## src/hdl/brs_pkg.sv

```systemverilog
// Shared types and constants of the bilinear resampler.
package brs_pkg;

    localparam int WEIGHT_BITS = 11;
    localparam logic [11:0] ONE_W = 12'd2048;

    localparam logic ACT_WRITE = 1'b0;
    localparam logic ACT_READ  = 1'b1;

    localparam logic [2:0] REG_SRC_WIDTH     = 3'd0;
    localparam logic [2:0] REG_SRC_HEIGHT    = 3'd1;
    localparam logic [2:0] REG_DST_WIDTH     = 3'd2;
    localparam logic [2:0] REG_DST_HEIGHT    = 3'd3;
    localparam logic [2:0] REG_CHANNEL_COUNT = 3'd4;

    typedef struct packed {
        logic        action;
        logic [11:0] coord_x;
        logic [11:0] coord_y;
        logic [7:0]  in_chan0;
        logic [7:0]  in_chan1;
        logic [7:0]  in_chan2;
    } brs_in_t;

    typedef struct packed {
        logic [7:0] out_chan0;
        logic [7:0] out_chan1;
        logic [7:0] out_chan2;
        logic       out_of_range;
    } brs_out_t;

    typedef struct packed {
        logic [9:0]  src_width;
        logic [9:0]  src_height;
        logic [12:0] dst_width;
        logic [12:0] dst_height;
        logic [1:0]  channel_count;
    } brs_cfg_t;

    typedef struct packed {
        logic        is_write;
        logic        oor;
        logic        mono;
        logic [11:0] x0;
        logic [11:0] x1;
        logic [11:0] y0;
        logic [11:0] y1;
        logic [11:0] a1;
        logic [11:0] b1;
        logic [23:0] pix;
    } brs_cmd_t;

endpackage

```

## src/hdl/brs_div.sv

```systemverilog
// Iterative restoring divider producing one quotient bit per cycle.
module brs_div #(
    parameter int NW = 23,
    parameter int DW = 14,
    parameter int QW = 9
) (
    input  logic          clk,
    input  logic          rst_n,
    input  logic          start,
    input  logic [NW-1:0] num,
    input  logic [DW-1:0] den,
    output logic          busy,
    output logic [QW-1:0] quo,
    output logic [DW-1:0] rem
);

    localparam int CW = $clog2(QW + 1);

    logic [DW-1:0] rem_reg, rem_next;
    logic [QW-1:0] acc_reg, acc_next;
    logic [DW-1:0] den_reg, den_next;
    logic [CW-1:0] cnt_reg, cnt_next;
    logic          busy_reg, busy_next;
    logic [DW:0]   trial;
    logic          qbit;

    always_comb
    begin
        trial     = {rem_reg, acc_reg[QW-1]};
        qbit      = (trial >= {1'b0, den_reg});
        rem_next  = rem_reg;
        acc_next  = acc_reg;
        den_next  = den_reg;
        cnt_next  = cnt_reg;
        busy_next = busy_reg;
        if (start)
        begin
            rem_next  = DW'(num[NW-1:QW]);
            acc_next  = num[QW-1:0];
            den_next  = den;
            cnt_next  = CW'(QW);
            busy_next = 1'b1;
        end
        else if (busy_reg)
        begin
            rem_next  = qbit ? DW'(trial - {1'b0, den_reg}) : DW'(trial);
            acc_next  = QW'({acc_reg, qbit});
            cnt_next  = cnt_reg - CW'(1);
            busy_next = (cnt_reg != CW'(1));
        end
    end

    always_ff @(posedge clk or negedge rst_n)
    begin
        if (!rst_n)
        begin
            cnt_reg  <= '0;
            busy_reg <= 1'b0;
        end
        else
        begin
            cnt_reg  <= cnt_next;
            busy_reg <= busy_next;
        end
    end

    always_ff @(posedge clk)
    begin
        rem_reg <= rem_next;
        acc_reg <= acc_next;
        den_reg <= den_next;
    end

    assign busy = busy_reg;
    assign quo  = acc_reg;
    assign rem  = rem_reg;

endmodule

```

## src/hdl/brs_front.sv

```systemverilog
// Front part: accepts items, locates source taps and computes the weights.
module brs_front #(
    parameter int MAX_SRC_WIDTH  = 512,
    parameter int MAX_SRC_HEIGHT = 512
) (
    input  logic              clk,
    input  logic              rst_n,
    input  brs_pkg::brs_cfg_t cfg,
    input  logic              in_valid,
    output logic              in_ready,
    input  brs_pkg::brs_in_t  in_data,
    output logic              push,
    output brs_pkg::brs_cmd_t push_data,
    input  logic              q_full
);
    import brs_pkg::*;

    localparam int SWW = $clog2(MAX_SRC_WIDTH + 1);
    localparam int SHW = $clog2(MAX_SRC_HEIGHT + 1);
    localparam int XQW = $clog2(MAX_SRC_WIDTH);
    localparam int YQW = $clog2(MAX_SRC_HEIGHT);
    localparam int XNW = 13 + SWW;
    localparam int YNW = 13 + SHW;
    localparam int WNW = 14 + WEIGHT_BITS;

    localparam logic [1:0] F_IDLE  = 2'd0;
    localparam logic [1:0] F_LOCST = 2'd1;
    localparam logic [1:0] F_LOC   = 2'd2;
    localparam logic [1:0] F_WT    = 2'd3;

    logic [1:0]       state_reg, state_next;
    logic [11:0]      cx_reg, cx_next;
    logic [11:0]      cy_reg, cy_next;
    logic             xneg_reg, xneg_next;
    logic             yneg_reg, yneg_next;
    logic [13:0]      yrem_reg, yrem_next;
    logic [XQW-1:0]   ix_reg, ix_next;
    logic [XQW-1:0]   x1_reg, x1_next;
    logic [YQW-1:0]   r0_reg, r0_next;
    logic [YQW-1:0]   r1_reg, r1_next;

    logic [SWW-1:0]   sw;
    logic [SHW-1:0]   sh;
    logic [12:0]      dw;
    logic [12:0]      dh;
    logic [13:0]      den_x;
    logic [13:0]      den_y;
    logic [XNW-1:0]   prod_x;
    logic [YNW-1:0]   prod_y;
    logic             accept;
    logic             loc_start;
    logic             loc_done;
    logic             wt_start;
    logic             wt_done;
    logic [XQW-1:0]   qx;
    logic [13:0]      rx;
    logic [YQW-1:0]   qy;
    logic [13:0]      ry;
    logic             xbusy;
    logic             ybusy;
    logic [XQW-1:0]   ix_c;
    logic [XQW-1:0]   x1_c;
    logic [YQW-1:0]   r0_c;
    logic [YQW-1:0]   r1_c;
    logic [13:0]      fx_c;
    logic [13:0]      fy_c;
    logic [WEIGHT_BITS-1:0] wqx;
    logic [WEIGHT_BITS-1:0] wqy;
    logic [13:0]      wrx;
    logic [13:0]      wry;
    logic             wxbusy;
    logic             wybusy;

    function automatic logic [11:0] round_weight(
        input logic [WEIGHT_BITS-1:0] q,
        input logic [13:0]            r,
        input logic [13:0]            den
    );
        logic [14:0] twice;
        logic        up;
        begin
            twice = {r, 1'b0};
            up = (twice > {1'b0, den}) || ((twice == {1'b0, den}) && q[0]);
            round_weight = 12'(q) + 12'(up);
        end
    endfunction

    always_comb
    begin
        if (cfg.src_width == '0)
            sw = SWW'(1);
        else if (32'(cfg.src_width) > MAX_SRC_WIDTH)
            sw = SWW'(MAX_SRC_WIDTH);
        else
            sw = SWW'(cfg.src_width);
        if (cfg.src_height == '0)
            sh = SHW'(1);
        else if (32'(cfg.src_height) > MAX_SRC_HEIGHT)
            sh = SHW'(MAX_SRC_HEIGHT);
        else
            sh = SHW'(cfg.src_height);
        dw = (cfg.dst_width == '0) ? 13'd1 : cfg.dst_width;
        dh = (cfg.dst_height == '0) ? 13'd1 : cfg.dst_height;
    end

    assign den_x  = {dw, 1'b0};
    assign den_y  = {dh, 1'b0};
    assign prod_x = XNW'({cx_reg, 1'b1}) * XNW'(sw);
    assign prod_y = YNW'({cy_reg, 1'b1}) * YNW'(sh);

    assign in_ready  = (state_reg == F_IDLE) && !q_full;
    assign accept    = in_valid && in_ready;
    assign loc_start = (state_reg == F_LOCST);
    assign loc_done  = (state_reg == F_LOC) && !xbusy && !ybusy;
    assign wt_start  = loc_done;
    assign wt_done   = (state_reg == F_WT) && !wxbusy && !wybusy;

    brs_div #(.NW(XNW), .DW(14), .QW(XQW)) u_div_x (
        .clk   (clk),
        .rst_n (rst_n),
        .start (loc_start),
        .num   (prod_x - XNW'(dw)),
        .den   (den_x),
        .busy  (xbusy),
        .quo   (qx),
        .rem   (rx)
    );

    brs_div #(.NW(YNW), .DW(14), .QW(YQW)) u_div_y (
        .clk   (clk),
        .rst_n (rst_n),
        .start (loc_start),
        .num   (prod_y - YNW'(dh)),
        .den   (den_y),
        .busy  (ybusy),
        .quo   (qy),
        .rem   (ry)
    );

    always_comb
    begin
        if (xneg_reg)
        begin
            ix_c = '0;
            fx_c = '0;
        end
        else if (32'(qx) >= 32'(sw) - 1)
        begin
            ix_c = XQW'(32'(sw) - 1);
            fx_c = '0;
        end
        else
        begin
            ix_c = qx;
            fx_c = rx;
        end
        x1_c = (32'(ix_c) + 1 < 32'(sw) - 1) ? XQW'(32'(ix_c) + 1) : XQW'(32'(sw) - 1);
        if (yneg_reg)
        begin
            r0_c = '0;
            r1_c = '0;
            fy_c = yrem_reg;
        end
        else
        begin
            r0_c = (32'(qy) < 32'(sh) - 1) ? qy : YQW'(32'(sh) - 1);
            r1_c = (32'(qy) + 1 < 32'(sh) - 1) ? YQW'(32'(qy) + 1) : YQW'(32'(sh) - 1);
            fy_c = ry;
        end
    end

    brs_div #(.NW(WNW), .DW(14), .QW(WEIGHT_BITS)) u_wdiv_x (
        .clk   (clk),
        .rst_n (rst_n),
        .start (wt_start),
        .num   ({fx_c, {WEIGHT_BITS{1'b0}}}),
        .den   (den_x),
        .busy  (wxbusy),
        .quo   (wqx),
        .rem   (wrx)
    );

    brs_div #(.NW(WNW), .DW(14), .QW(WEIGHT_BITS)) u_wdiv_y (
        .clk   (clk),
        .rst_n (rst_n),
        .start (wt_start),
        .num   ({fy_c, {WEIGHT_BITS{1'b0}}}),
        .den   (den_y),
        .busy  (wybusy),
        .quo   (wqy),
        .rem   (wry)
    );

    always_comb
    begin
        state_next = state_reg;
        cx_next    = cx_reg;
        cy_next    = cy_reg;
        xneg_next  = xneg_reg;
        yneg_next  = yneg_reg;
        yrem_next  = yrem_reg;
        ix_next    = ix_reg;
        x1_next    = x1_reg;
        r0_next    = r0_reg;
        r1_next    = r1_reg;
        push       = 1'b0;
        push_data  = '0;
        push_data.mono = (cfg.channel_count < 2'd2);
        case (state_reg)
            F_IDLE:
            begin
                if (accept)
                begin
                    if (in_data.action == ACT_WRITE)
                    begin
                        push = (32'(in_data.coord_x) < MAX_SRC_WIDTH) &&
                               (32'(in_data.coord_y) < MAX_SRC_HEIGHT);
                        push_data.is_write = 1'b1;
                        push_data.x0  = in_data.coord_x;
                        push_data.y0  = in_data.coord_y;
                        push_data.pix = {in_data.in_chan2, in_data.in_chan1,
                                         in_data.in_chan0};
                    end
                    else if (({1'b0, in_data.coord_x} >= dw) ||
                             ({1'b0, in_data.coord_y} >= dh))
                    begin
                        push = 1'b1;
                        push_data.oor = 1'b1;
                    end
                    else
                    begin
                        cx_next    = in_data.coord_x;
                        cy_next    = in_data.coord_y;
                        state_next = F_LOCST;
                    end
                end
            end
            F_LOCST:
            begin
                xneg_next  = (prod_x < XNW'(dw));
                yneg_next  = (prod_y < YNW'(dh));
                yrem_next  = 14'(prod_y + YNW'(dh));
                state_next = F_LOC;
            end
            F_LOC:
            begin
                if (loc_done)
                begin
                    ix_next    = ix_c;
                    x1_next    = x1_c;
                    r0_next    = r0_c;
                    r1_next    = r1_c;
                    state_next = F_WT;
                end
            end
            F_WT:
            begin
                if (wt_done && !q_full)
                begin
                    push         = 1'b1;
                    push_data.x0 = 12'(ix_reg);
                    push_data.x1 = 12'(x1_reg);
                    push_data.y0 = 12'(r0_reg);
                    push_data.y1 = 12'(r1_reg);
                    push_data.a1 = round_weight(wqx, wrx, den_x);
                    push_data.b1 = round_weight(wqy, wry, den_y);
                    state_next   = F_IDLE;
                end
            end
            default:
            begin
                state_next = F_IDLE;
            end
        endcase
    end

    always_ff @(posedge clk or negedge rst_n)
    begin
        if (!rst_n)
        begin
            state_reg <= F_IDLE;
        end
        else
        begin
            state_reg <= state_next;
        end
    end

    always_ff @(posedge clk)
    begin
        cx_reg   <= cx_next;
        cy_reg   <= cy_next;
        xneg_reg <= xneg_next;
        yneg_reg <= yneg_next;
        yrem_reg <= yrem_next;
        ix_reg   <= ix_next;
        x1_reg   <= x1_next;
        r0_reg   <= r0_next;
        r1_reg   <= r1_next;
    end

endmodule

```

## config.mk

```make
export PLATFORM = sky130hd
export DESIGN_NAME = brs_front
export DESIGN_NICKNAME = d
export VERILOG_FILES = /design/src/hdl/brs_pkg.sv /design/src/hdl/brs_div.sv /design/src/hdl/brs_front.sv
export SDC_FILE = /design/constraint.sdc
export NUM_CORES = 1
export LEC_CHECK = 0
export ABC_CLOCK_PERIOD_IN_PS = 12600
export BUFFER_PORTS_ARGS = -buffer_cell sky130_fd_sc_hd__buf_2
export CAP_MARGIN = 20
export CORE_AREA = 2 2 221 223
export DETAILED_ROUTE_END_ITERATION = 10
export DIE_AREA = 0 0 223 225
export PLACE_DENSITY = 0.84
export SYNTH_ARGS = -nofsm -noshare
export SYNTH_HDL_FRONTEND = slang
export SYNTH_HIERARCHICAL = 1
export SYNTH_SLANG_ARGS = --single-unit
```

## constraint.sdc

```tcl
create_clock -name clk -period 12.6 [get_ports clk]
set_input_delay 0.63 -clock clk [delete_from_list [all_inputs] [get_ports clk]]
set_output_delay 0.63 -clock clk [all_outputs]
set_load 0.005 [all_outputs]
```

# Word-level counts from Yosys, hierarchy flattened
# Cells that the tools add are included.
[op_classes] n_addsub=17 n_mul=2 order_cmp=19 eq_ne=14 mux=73 bitwise=1 reduce_logical=30
[op_table] cell="14-bit 2-to-1 mux" n=15
[op_table] cell="9-bit 2-to-1 mux" n=9
[op_table] cell="24-bit 2-to-1 mux" n=3
[op_table] cell="69-bit 2-to-1 mux" n=1
[op_table] cell="32-bit less-than comparator" n=2
[op_table] cell="15-bit by 14-bit greater-or-equal comparator with 1-bit output" n=4
[op_table] cell="12-bit 2-to-1 mux" n=5
[op_table] cell="14-bit subtractor" n=4
[op_table] cell="12-bit one-hot mux with 2 select lines" n=2
[op_table] cell="23-bit by 13-bit less-than comparator with 1-bit output" n=2
[op_table] cell="13-bit by 10-bit multiplier with 23-bit output" n=2
[op_table] cell="23-bit by 13-bit subtractor with 23-bit output" n=2
[op_table] cell="10-bit 2-to-1 mux" n=4
[op_table] cell="36-bit 2-to-1 mux" n=1
[op_table] cell="9-bit by 32-bit greater-or-equal comparator with 1-bit output" n=1
[op_table] cell="9-bit by 32-bit less-than comparator with 1-bit output" n=1
[op_table] cell="4-bit 2-to-1 mux" n=8
[op_table] cell="15-bit by 14-bit greater-than comparator with 1-bit output" n=2
[op_table] cell="14-bit by 13-bit equality test with 1-bit output" n=2
[op_table] cell="12-bit by 13-bit greater-or-equal comparator with 1-bit output" n=2
[op_table] cell="13-bit zero test" n=2
[op_table] cell="13-bit 2-to-1 mux" n=2
[op_table] cell="11-bit by 1-bit adder with 12-bit output" n=2
[op_table] cell="12-bit by 10-bit less-than comparator with 1-bit output, second input constant" n=2
[op_table] cell="25 further kinds" n=76
[word_totals] reg_bits=246 in_bits=101 elab_cells=186

# Longest topological paths before layout
# Gate-level depths: netlist of the first run.
[logic_depth] ltp_word=10 ltp_mapped=33

# Hierarchy
# Netlist of the first run, hierarchy kept.
[modules_own_cells] module="brs_front" instances=1 cells_each=2044 area_each_um2=17584.4 seq_area_each_um2=2332.2
[modules_own_cells] module="brs_div (u_wdiv_x ...)" instances=2 cells_each=242 area_each_um2=2731.4 seq_area_each_um2=1296.2
[modules_own_cells] module="brs_div (u_div_x ...)" instances=2 cells_each=251 area_each_um2=2620.0 seq_area_each_um2=1236.2

# Worst setup path before layout of the first run
# Ideal clock, no wire load.
[synth_path] path_kind="in2reg" start="input cfg[32] (netlist name)" end="register u_div_y.rem_reg[12], in the netlist u_div_y/rem[12] (data pin)" t_arrival_ns=7.328 path_slack_ns=5.004 cell_stages=28 n_path_buf=1 cell_sequence="nor4_1 > nand3_1 > nand2_1 > and2_1 > clkbuf_1 > nand2_1 > fa_1 > fa_1 > inv_1 > fa_1 > fa_1 > inv_1 > fa_1 > inv_1 > ha_1 > a211o_1 > or3_1 > nor4_1 > nor2_1 > xnor2_1 > nand3b_1 > or3_1 > or3_1 > or2_1 > xnor2_1 > and2_1 > a41oi_2 > o31ai_1"
[synth_via] elab_chain_len=6
[synth_rtl] element="start: declaration" line="brs_front.sv:8" source="input brs_pkg::brs_cfg_t cfg,"
[synth_rtl] element="10-bit greater-than comparator" line="brs_front.sv:98" source="else if (32'(cfg.src_height) > MAX_SRC_HEIGHT)"
[synth_rtl] element="10-bit 2-to-1 mux" line="brs_front.sv:98"
[synth_rtl] element="10-bit 2-to-1 mux (*)" line="brs_front.sv:96" source="if (cfg.src_height == '0)"
[synth_rtl] element="13-bit by 10-bit multiplier with 23-bit output (*)" line="brs_front.sv:109" source="assign prod_y = YNW'({cy_reg, 1'b1}) * YNW'(sh);"
[synth_rtl] element="23-bit by 13-bit subtractor with 23-bit output (*)" line="brs_front.sv:133" source=".num (prod_y - YNW'(dh)),"
[synth_rtl] element="14-bit 2-to-1 mux (*)" line="brs_div.sv:36" source="if (start)"
[synth_rtl] element="named net u_div_y.rem_next[12]" line="brs_div.sv:19" source="logic [DW-1:0] rem_reg, rem_next;"
[synth_rtl] element="end signal: assignment" line="brs_div.sv:69" source="rem_reg <= rem_next;"
[synth_rtl] element="end: declaration" line="brs_div.sv:19"
# The timed path passes the listed nets; every way through them passes the cells marked *.
# A chain may end at the register's enable or synchronous reset.

# Final worst setup path of the first run
[layout_path] start="input cfg[34] (netlist name)" end="register u_div_y.rem_reg[12], in the netlist u_div_y/rem[12] (data pin)"
# The elaborated chain is that of the path after synthesis.

==> results of run 1 <==
[power breakdown]
| group | internal [W] | switching [W] | leakage (nW) |
|---|---|---|---|
| sequential | 0.00132 | 0.000269 | 2.40 |
| clock | 0.000592 | 0.000376 | 0.547 |
| combinational | 0.00171 | 0.00238 | 11.4 |
[metrics by stage]
| step | setup slack [ns] | total power, W | std cells | hold WS [ns] | area, µm² |
|---|---|---|---|---|---|
| 6_report | 4.31 | 0.00664 | 3798 | 0.0241 | 30800 |
| 5_1_grt | 3.92 | 0.00711 | 3798 | 0.0522 | 30800 |
| 2_1_floorplan | 5.00 | 0.00458 | 3062 | 0.334 | 28400 |
| 3_5_place_dp | 3.82 | 0.00555 | 3739 | 0.513 | 29700 |
| 3_3_place_gp | 4.06 | 0.00536 | 3739 | 0.509 | 29700 |
| 4_1_cts | 4.39 | 0.00656 | 3794 | 0.0223 | 30800 |
[cell usage after synthesis, types with 76 or more instances]
library cell	n	area [µm²]
sky130_fd_sc_hd__a21oi_1	113	566
sky130_fd_sc_hd__edfxtp_1	228	6850
sky130_fd_sc_hd__and2_1	174	1090
sky130_fd_sc_hd__inv_1	350	1310
sky130_fd_sc_hd__xnor2_1	123	1080
sky130_fd_sc_hd__fa_1	177	3540
sky130_fd_sc_hd__nand2_1	246	923
sky130_fd_sc_hd__ha_1	323	4040
sky130_fd_sc_hd__nor2_1	207	777
sky130_fd_sc_hd__o21ai_0	84	420
sky130_fd_sc_hd__clkbuf_1	100	375
sky130_fd_sc_hd__nand3_1	76	380
[worst paths after layout]
kind                                                 from                              to  slack, ns
max in group asynchronous                           rst_n        state_reg[1]$_DFFE_PN0P_      12.23
min in group clk                                  cfg[22]   u_wdiv_x/den_reg[8]$_DFFE_PP_       0.29
setup reg to reg                      cy_reg[4]$_DFFE_PP_        u_div_y/rem[9]$_DFFE_PP_       5.18
hold / removal                                      rst_n         u_wdiv_x/busy$_DFF_PN0_       0.02
setup / recovery                                  cfg[34]       u_div_y/rem[12]$_DFFE_PP_       4.31
hold reg to reg            u_div_x/cnt_reg[3]$_DFFE_PN0P_  u_div_x/cnt_reg[3]$_DFFE_PN0P_       0.54
[kinds of logic after synthesis]
family          Yosys count
compound gates          565
xor+xnor                177
fa+ha+maj               501
buf+inv                 506
flops                   250
mux                      76
other cells               2
simple gates            953
[metal layers]
layer  vias to the layer above  wire length (µm)  GRT usage, %
met5                         -                 0             0
met4                         0              4620          16.7
met3                       297              5900          4.02
met2                      1125             37700          53.8
met1                     11400             29600          37.8
li1                      10700                 -             -
[worst max-delay path, stage by stage]
cell and delay, ns:
sky130_fd_sc_hd__buf_2 0.19, sky130_fd_sc_hd__nor4_1 0.28, sky130_fd_sc_hd__nand3_1 0.13, sky130_fd_sc_hd__nand2_1 0.47, sky130_fd_sc_hd__and2_1 0.57, sky130_fd_sc_hd__nand2_1 0.14
sky130_fd_sc_hd__fa_1 0.48, sky130_fd_sc_hd__fa_1 0.56, sky130_fd_sc_hd__inv_1 0.06, sky130_fd_sc_hd__fa_1 0.50, sky130_fd_sc_hd__fa_1 0.55, sky130_fd_sc_hd__inv_1 0.06
sky130_fd_sc_hd__fa_1 0.53, sky130_fd_sc_hd__inv_1 0.04, sky130_fd_sc_hd__ha_1 0.25, sky130_fd_sc_hd__a211o_1 0.26, sky130_fd_sc_hd__or3_1 0.34, sky130_fd_sc_hd__nor4_1 0.41
sky130_fd_sc_hd__nor2_1 0.12, sky130_fd_sc_hd__xnor2_1 0.25, sky130_fd_sc_hd__nand3b_1 0.15, sky130_fd_sc_hd__or3_1 0.39, sky130_fd_sc_hd__or3_1 0.37, sky130_fd_sc_hd__or2_1 0.27
sky130_fd_sc_hd__xnor2_1 0.13, sky130_fd_sc_hd__and2_1 0.18, sky130_fd_sc_hd__a41oi_2 0.17, sky130_fd_sc_hd__o31ai_1 0.09
[cell type report]
type	instances	share of cell area, %
flip-flops and latches	250	24.0
repair buffers	218	3.81
inverters	353	4.30
clock buffers	36	2.82
diodes	1	0.00812
well taps	615	2.50
clock inverters	19	0.743
multi-input cells	2306	61.8
==> metrics, run 1 <==
Worst Path Arrival between 8 and 9 ns; Worst Setup Path Type input port to flop; worst IR drop on VDD roughly 0.16 mV; post-CTS setup-driven buffer insertion count 0; DRC errors left 0; largest driver fanout on the critical path 19; share of synthesized flip-flops with an asynchronous set or reset approximately 8.8%; via total after detailed routing 23600; dominant combinational cell family by area after synthesis adder cells; max-slew violation count 0; number of buffers inserted by port buffering approximately 190; final critical path time including I/O delays and setup just over 8 ns; Netlist Area Pre-Place about 0.028 mm²; H-tree depth reported by CTS 1; worst-case clock skew between 0.015 and 0.02 ns; DRT Wirelength between 70 and 80 mm; final core occ between 60% and 70%; RD Place Congestion 0.953; final sum of negative setup slack 0 ns; GRT overflow 0; average via count per standard cell a little over 6; number of antenna violations at the first check in global routing 3; number of enable-type register cells in the synthesized netlist 228; register area 0.00740 mm²; data required time of the worst path between 10 and 15 ns; pin count of the biggest net entering global routing between 70 and 80; violation count after the first detailed-routing iteration ~2100; number of cell instances on the worst register-to-register path 28; power per cell area 216 mW/mm²; portion of the post-synthesis area used by sequential elements about a quarter; DRT antenna net count 0; number of hold-repair buffers added at the cts stage 0; adder and majority cell fraction of the synthesized area 26.8%; CTS tree done; total I/O pin count between 200 and 250; detailed-placement wirelength estimate 59.7 mm; layout-stage area growth over the synthesis result 8.89%; Clk pin slew, worst setup/hold paths ~0.06 ns; worst-case clock buffer depth 3; most used flip-flop cell after synthesis sky130_fd_sc_hd__edfxtp_1; number of global-route vias before repair approximately 24000; leakage dissipation roughly 14 nW; unrepaired setup endpoints after global routing no; class of the tightest hold or removal check input port to asynchronous set/reset pin; critical path launch point type input port; fill count 3765; Max transition margin approximately a quarter; detailed-route wire length per cell about 20 µm; CTS Sinks 250; GR Util All Layers between 30 and 40%; height of the die roughly 230 µm; initial core utilization 59.5%; CTS Root Cell sky130_fd_sc_hd__clkbuf_16; run status finished, final reports clean; Clock Latency Late Sink between 0.5 and 0.6 ns; width of the die between 200 and 250 µm; Simple-Gate Fraction of Synth Area about 17%; most frequent cells in the layout sky130_fd_sc_hd__inv_1 (350), sky130_fd_sc_hd__ha_1 (322), sky130_fd_sc_hd__nand2_1 (246); area of the core region about 0.048 mm²; post-synthesis compound-gate area fraction between 10% and 20%; period utilization 65.8%; Final nets around 3800; gate count after technology mapping approximately 3000; count of cells resized by post-cts repair 0; leading cell type in the layout, fill and taps excluded sky130_fd_sc_hd__inv_1; multiplexer share of the synthesized area under 10%; Worst Setup End Kind flop; achievable clock frequency 0.121 GHz; setup-violating endpoint count in the final report 0; Core Rows 80; Worst Tran Pin Value between 1 and 1.5 ns; full die area 0.0502 mm²; first-pass detailed-route iteration total 6; share of final-layout standard cells stronger than drive strength 1 between 10% and 20%; Final Hold Vio Count 0; number of buffers added by the clock tree synthesis step 30; area used by multi-input combinational logic roughly 0.019 mm²; global-route wire length before repair between 100 and 150 mm; number of register bits inferred by synthesis 250; Unique masters post-synth 101; xor/xnor share of the synthesized area approximately 5.5%; Post-Synthesis Mean Instance Area between 9 and 10 µm²; number of warnings printed during yosys synthesis 6; reported max-cap violation count 0
No activity file was read; power rests on OpenSTA's default activity.
==> inputs of run 2 (changes only) <==
Settings changed: ABC_CLOCK_PERIOD_IN_PS 12600 to 7610, CORE_AREA 2 2 221 223 to 2 2 226 228, DIE_AREA 0 0 223 225 to 0 0 228 230.
Clock period 12.6 ns to 7.61 ns, I/O delays scaled along.
==> run 2 against run 1 <==
Effect of this change: die area up 4.5%; largest cell class unchanged; highest routed layer is now met5; worst hold slack better by 0.0015 ns; final area up 0.86%.
==> metrics, run 2 (synthesis gave the netlist of run 1 again) <==
Core Rows 82 (+2.5%); worst-case clock skew 0.0145 ns (-0.00181 ns); full die area 0.0524 mm² (+4.5%); Combinational Power Share 62.3% (+0.8 points); CTS Sinks 250 (unchanged); number of buffer and inverter instances along the worst setup path 4 (unchanged); Cell Count, Final, Fillers Out 3893 (+2.5%); layout-stage area growth over the synthesis result 9.83%; Worst Setup Path Type flop to flop; most frequent cells in the layout sky130_fd_sc_hd__inv_1 (350), sky130_fd_sc_hd__ha_1 (322), sky130_fd_sc_hd__nand2_1 (246); Worst Path Arrival 7.47 ns (-1.12 ns); via total after detailed routing 23300 (-1.2%); Clk pin slew, worst setup/hold paths 0.06 ns (about the same); fraction of met3 tracks used by global routing 7.01% (+3.0 points); worst-case clock buffer depth 3 (unchanged); area used by multi-input combinational logic 0.0190 mm² (about the same); largest driver fanout on the critical path 10 (-9); CTS Root Cell sky130_fd_sc_hd__clkbuf_16; leading cell type in the layout, fill and taps excluded sky130_fd_sc_hd__inv_1; Final Hold Vio Count 0 (unchanged); busiest layer in global routing met2; final antenna diode count 0 (-1); first-pass detailed-route iteration total 6 (unchanged); Clock Latency Late Sink 0.58 ns (about the same); register area 0.00740 mm² (unchanged); DRT antenna net count 0 (unchanged); power share of the clock group 13.6% (-1.0 points); DRT Wirelength 75.9 mm (-2.6%); GR Util All Layers 28.7% (-2.3 points); CTS tree done; count of cells resized by post-cts repair 0 (unchanged); area of the core region 0.0499 mm² (+4.9%); unrepaired setup endpoints after global routing no; critical path launch point type flop; max-slew violation count 0 (unchanged); Max transition margin 24.7% (+0.35 points); Worst Setup End Kind flop; tightest hold margin 0.0256 ns (+0.00149 ns); switching part of the total 45.3% (-0.14 points); detailed-placement wirelength estimate 58.8 mm (-1.5%); detailed-route wire length per cell 19.5 µm (-4.9%); number of buffers added by the clock tree synthesis step 30 (unchanged); width of the die 228 µm (+2.2%); net switching component of the power 0.00491 W (+63%); leakage dissipation 14.5 nW (+0.98%); final core occ 62.3% (-2.5 points); period utilization a little over nine tenths; height of the die 230 µm (+2.2%); RD Place Congestion 0.991 (+4.1%); data required time of the worst path 7.91 ns (-4.99 ns); proportion of power drawn by flip-flops and latches 24.1% (+0.2 points); achievable clock frequency about 0.14 GHz; pin count of the biggest net entering global routing 80 (+1.3%); largest stage delay on the critical path 0.57 ns (about the same); class of the tightest hold or removal check input port to flop; number of antenna violations at the first check in global routing 5 (+2); cell family contributing the most delay on the critical path adder cells; average via count per standard cell 5.98 (-3.6%); cell type of the slowest stage on the worst timing path sky130_fd_sc_hd__fa_1; global-route wire length before repair 121 mm (-3.1%); number of global-route vias before repair 22600 (-7.3%); grt met1 use 39.3% (+1.4 points); violation count after the first detailed-routing iteration 2372 (+13%); setup-violating endpoint count in the final report 0 (unchanged); GR Util met2 44.4% (-9.4 points); run status finished, final reports clean; initial core utilization 56.7% (-2.8 points); fill count 4023 (+6.9%); reported max-cap violation count 0 (unchanged); total I/O pin count 202 (unchanged); Pint 0.00592 W (+63%); PnR Total Power 0.0108 W (+63%); Final nets 3799 (+1.0%); final sum of negative setup slack 0 ns (unchanged); DRC errors left 0 (unchanged); H-tree depth reported by CTS 1 (unchanged); Worst Tran Pin Value 1.13 ns (+0.00000337 ns); final critical path time including I/O delays and setup about 7.2 ns; number of buffers inserted by port buffering 194 (unchanged); share of final-layout standard cells stronger than drive strength 1 13.0% (+0.88 points); number of cells after detailed placement 3828 (+2.4%); power per cell area 349 mW/mm² (+62%); GRT overflow 0 (unchanged); most used cell along the critical path sky130_fd_sc_hd__fa_1; worst IR drop on VDD 0.213 mV (+33%)
## run 2: layer usage
layer,wire (µm),up-vias
li1,-,10800
met1,31600,11100
met2,33000,1152
met3,8190,196
met4,2980,6
met5,42,-
## run 2: worst paths after layout
check                      cells after the start                         endpoint  slack (ns)                       startpoint
min in group asynchronous                      2          u_wdiv_x/busy$_DFF_PN0_        0.32                            rst_n
hold reg to reg                                2  u_wdiv_x/cnt_reg[3]$_DFFE_PN0P_        0.53  u_wdiv_x/cnt_reg[3]$_DFFE_PN0P_
setup / recovery                              27         u_div_y/rem[9]$_DFFE_PP_        0.44              cy_reg[1]$_DFFE_PP_
max in group asynchronous                      2   u_div_x/cnt_reg[0]$_DFFE_PN0P_        6.95                            rst_n
hold / removal                                 1              cx_reg[0]$_DFFE_PP_        0.03                      in_data[36]
setup reg to reg                              27         u_div_y/rem[9]$_DFFE_PP_        0.44              cy_reg[1]$_DFFE_PP_
## run 2: layout make-up
cell class / instances / area share [%]
Inverter: 353 / 4.26
Clock buffer: 35 / 2.58
Timing Repair Buffer: 257 / 4.78
Multi-Input combinational cell: 2306 / 61.3
Sequential cell: 250 / 23.8
Tap cell: 672 / 2.71
Clock inverter: 20 / 0.588
## run 2: stage by stage
step                      instance area, µm²  setup slack, ns
after detailed placement               30000           0.0124
after floorplan                        28400            0.263
final                                  31100            0.443
after CTS                              31000            0.418
after global placement                 30000            0.144
after global routing                   31100           0.0159
## run 2: power by group through the flow
stage                     logic [W]  registers (W)  clock network (W)
after floorplan             0.00514        0.00244                  0
after global placement      0.00636        0.00261                  0
after detailed placement    0.00655        0.00263                  0
after CTS                   0.00662        0.00260            0.00148
after global routing        0.00748        0.00265            0.00153
final                       0.00675        0.00261            0.00147
## run 2: worst register-to-register path: cells and delay by family (launching register included)
family | cells | cell delay [ns]
buf+inv | 4 | 0.21
xor+xnor | 1 | 0.18
compound gates | 8 | 1.51
flops | 1 | 0.56
simple gates | 7 | 1.19
fa+ha+maj | 7 | 3.23
## run 2: what timing repair did
action | 4_1_cts | 5_1_grt
hold endpoints to repair | 22 | 0
setup buffers | 0 | 7
setup endpoints to repair | 0 | 1
hold buffers | 1 | 0
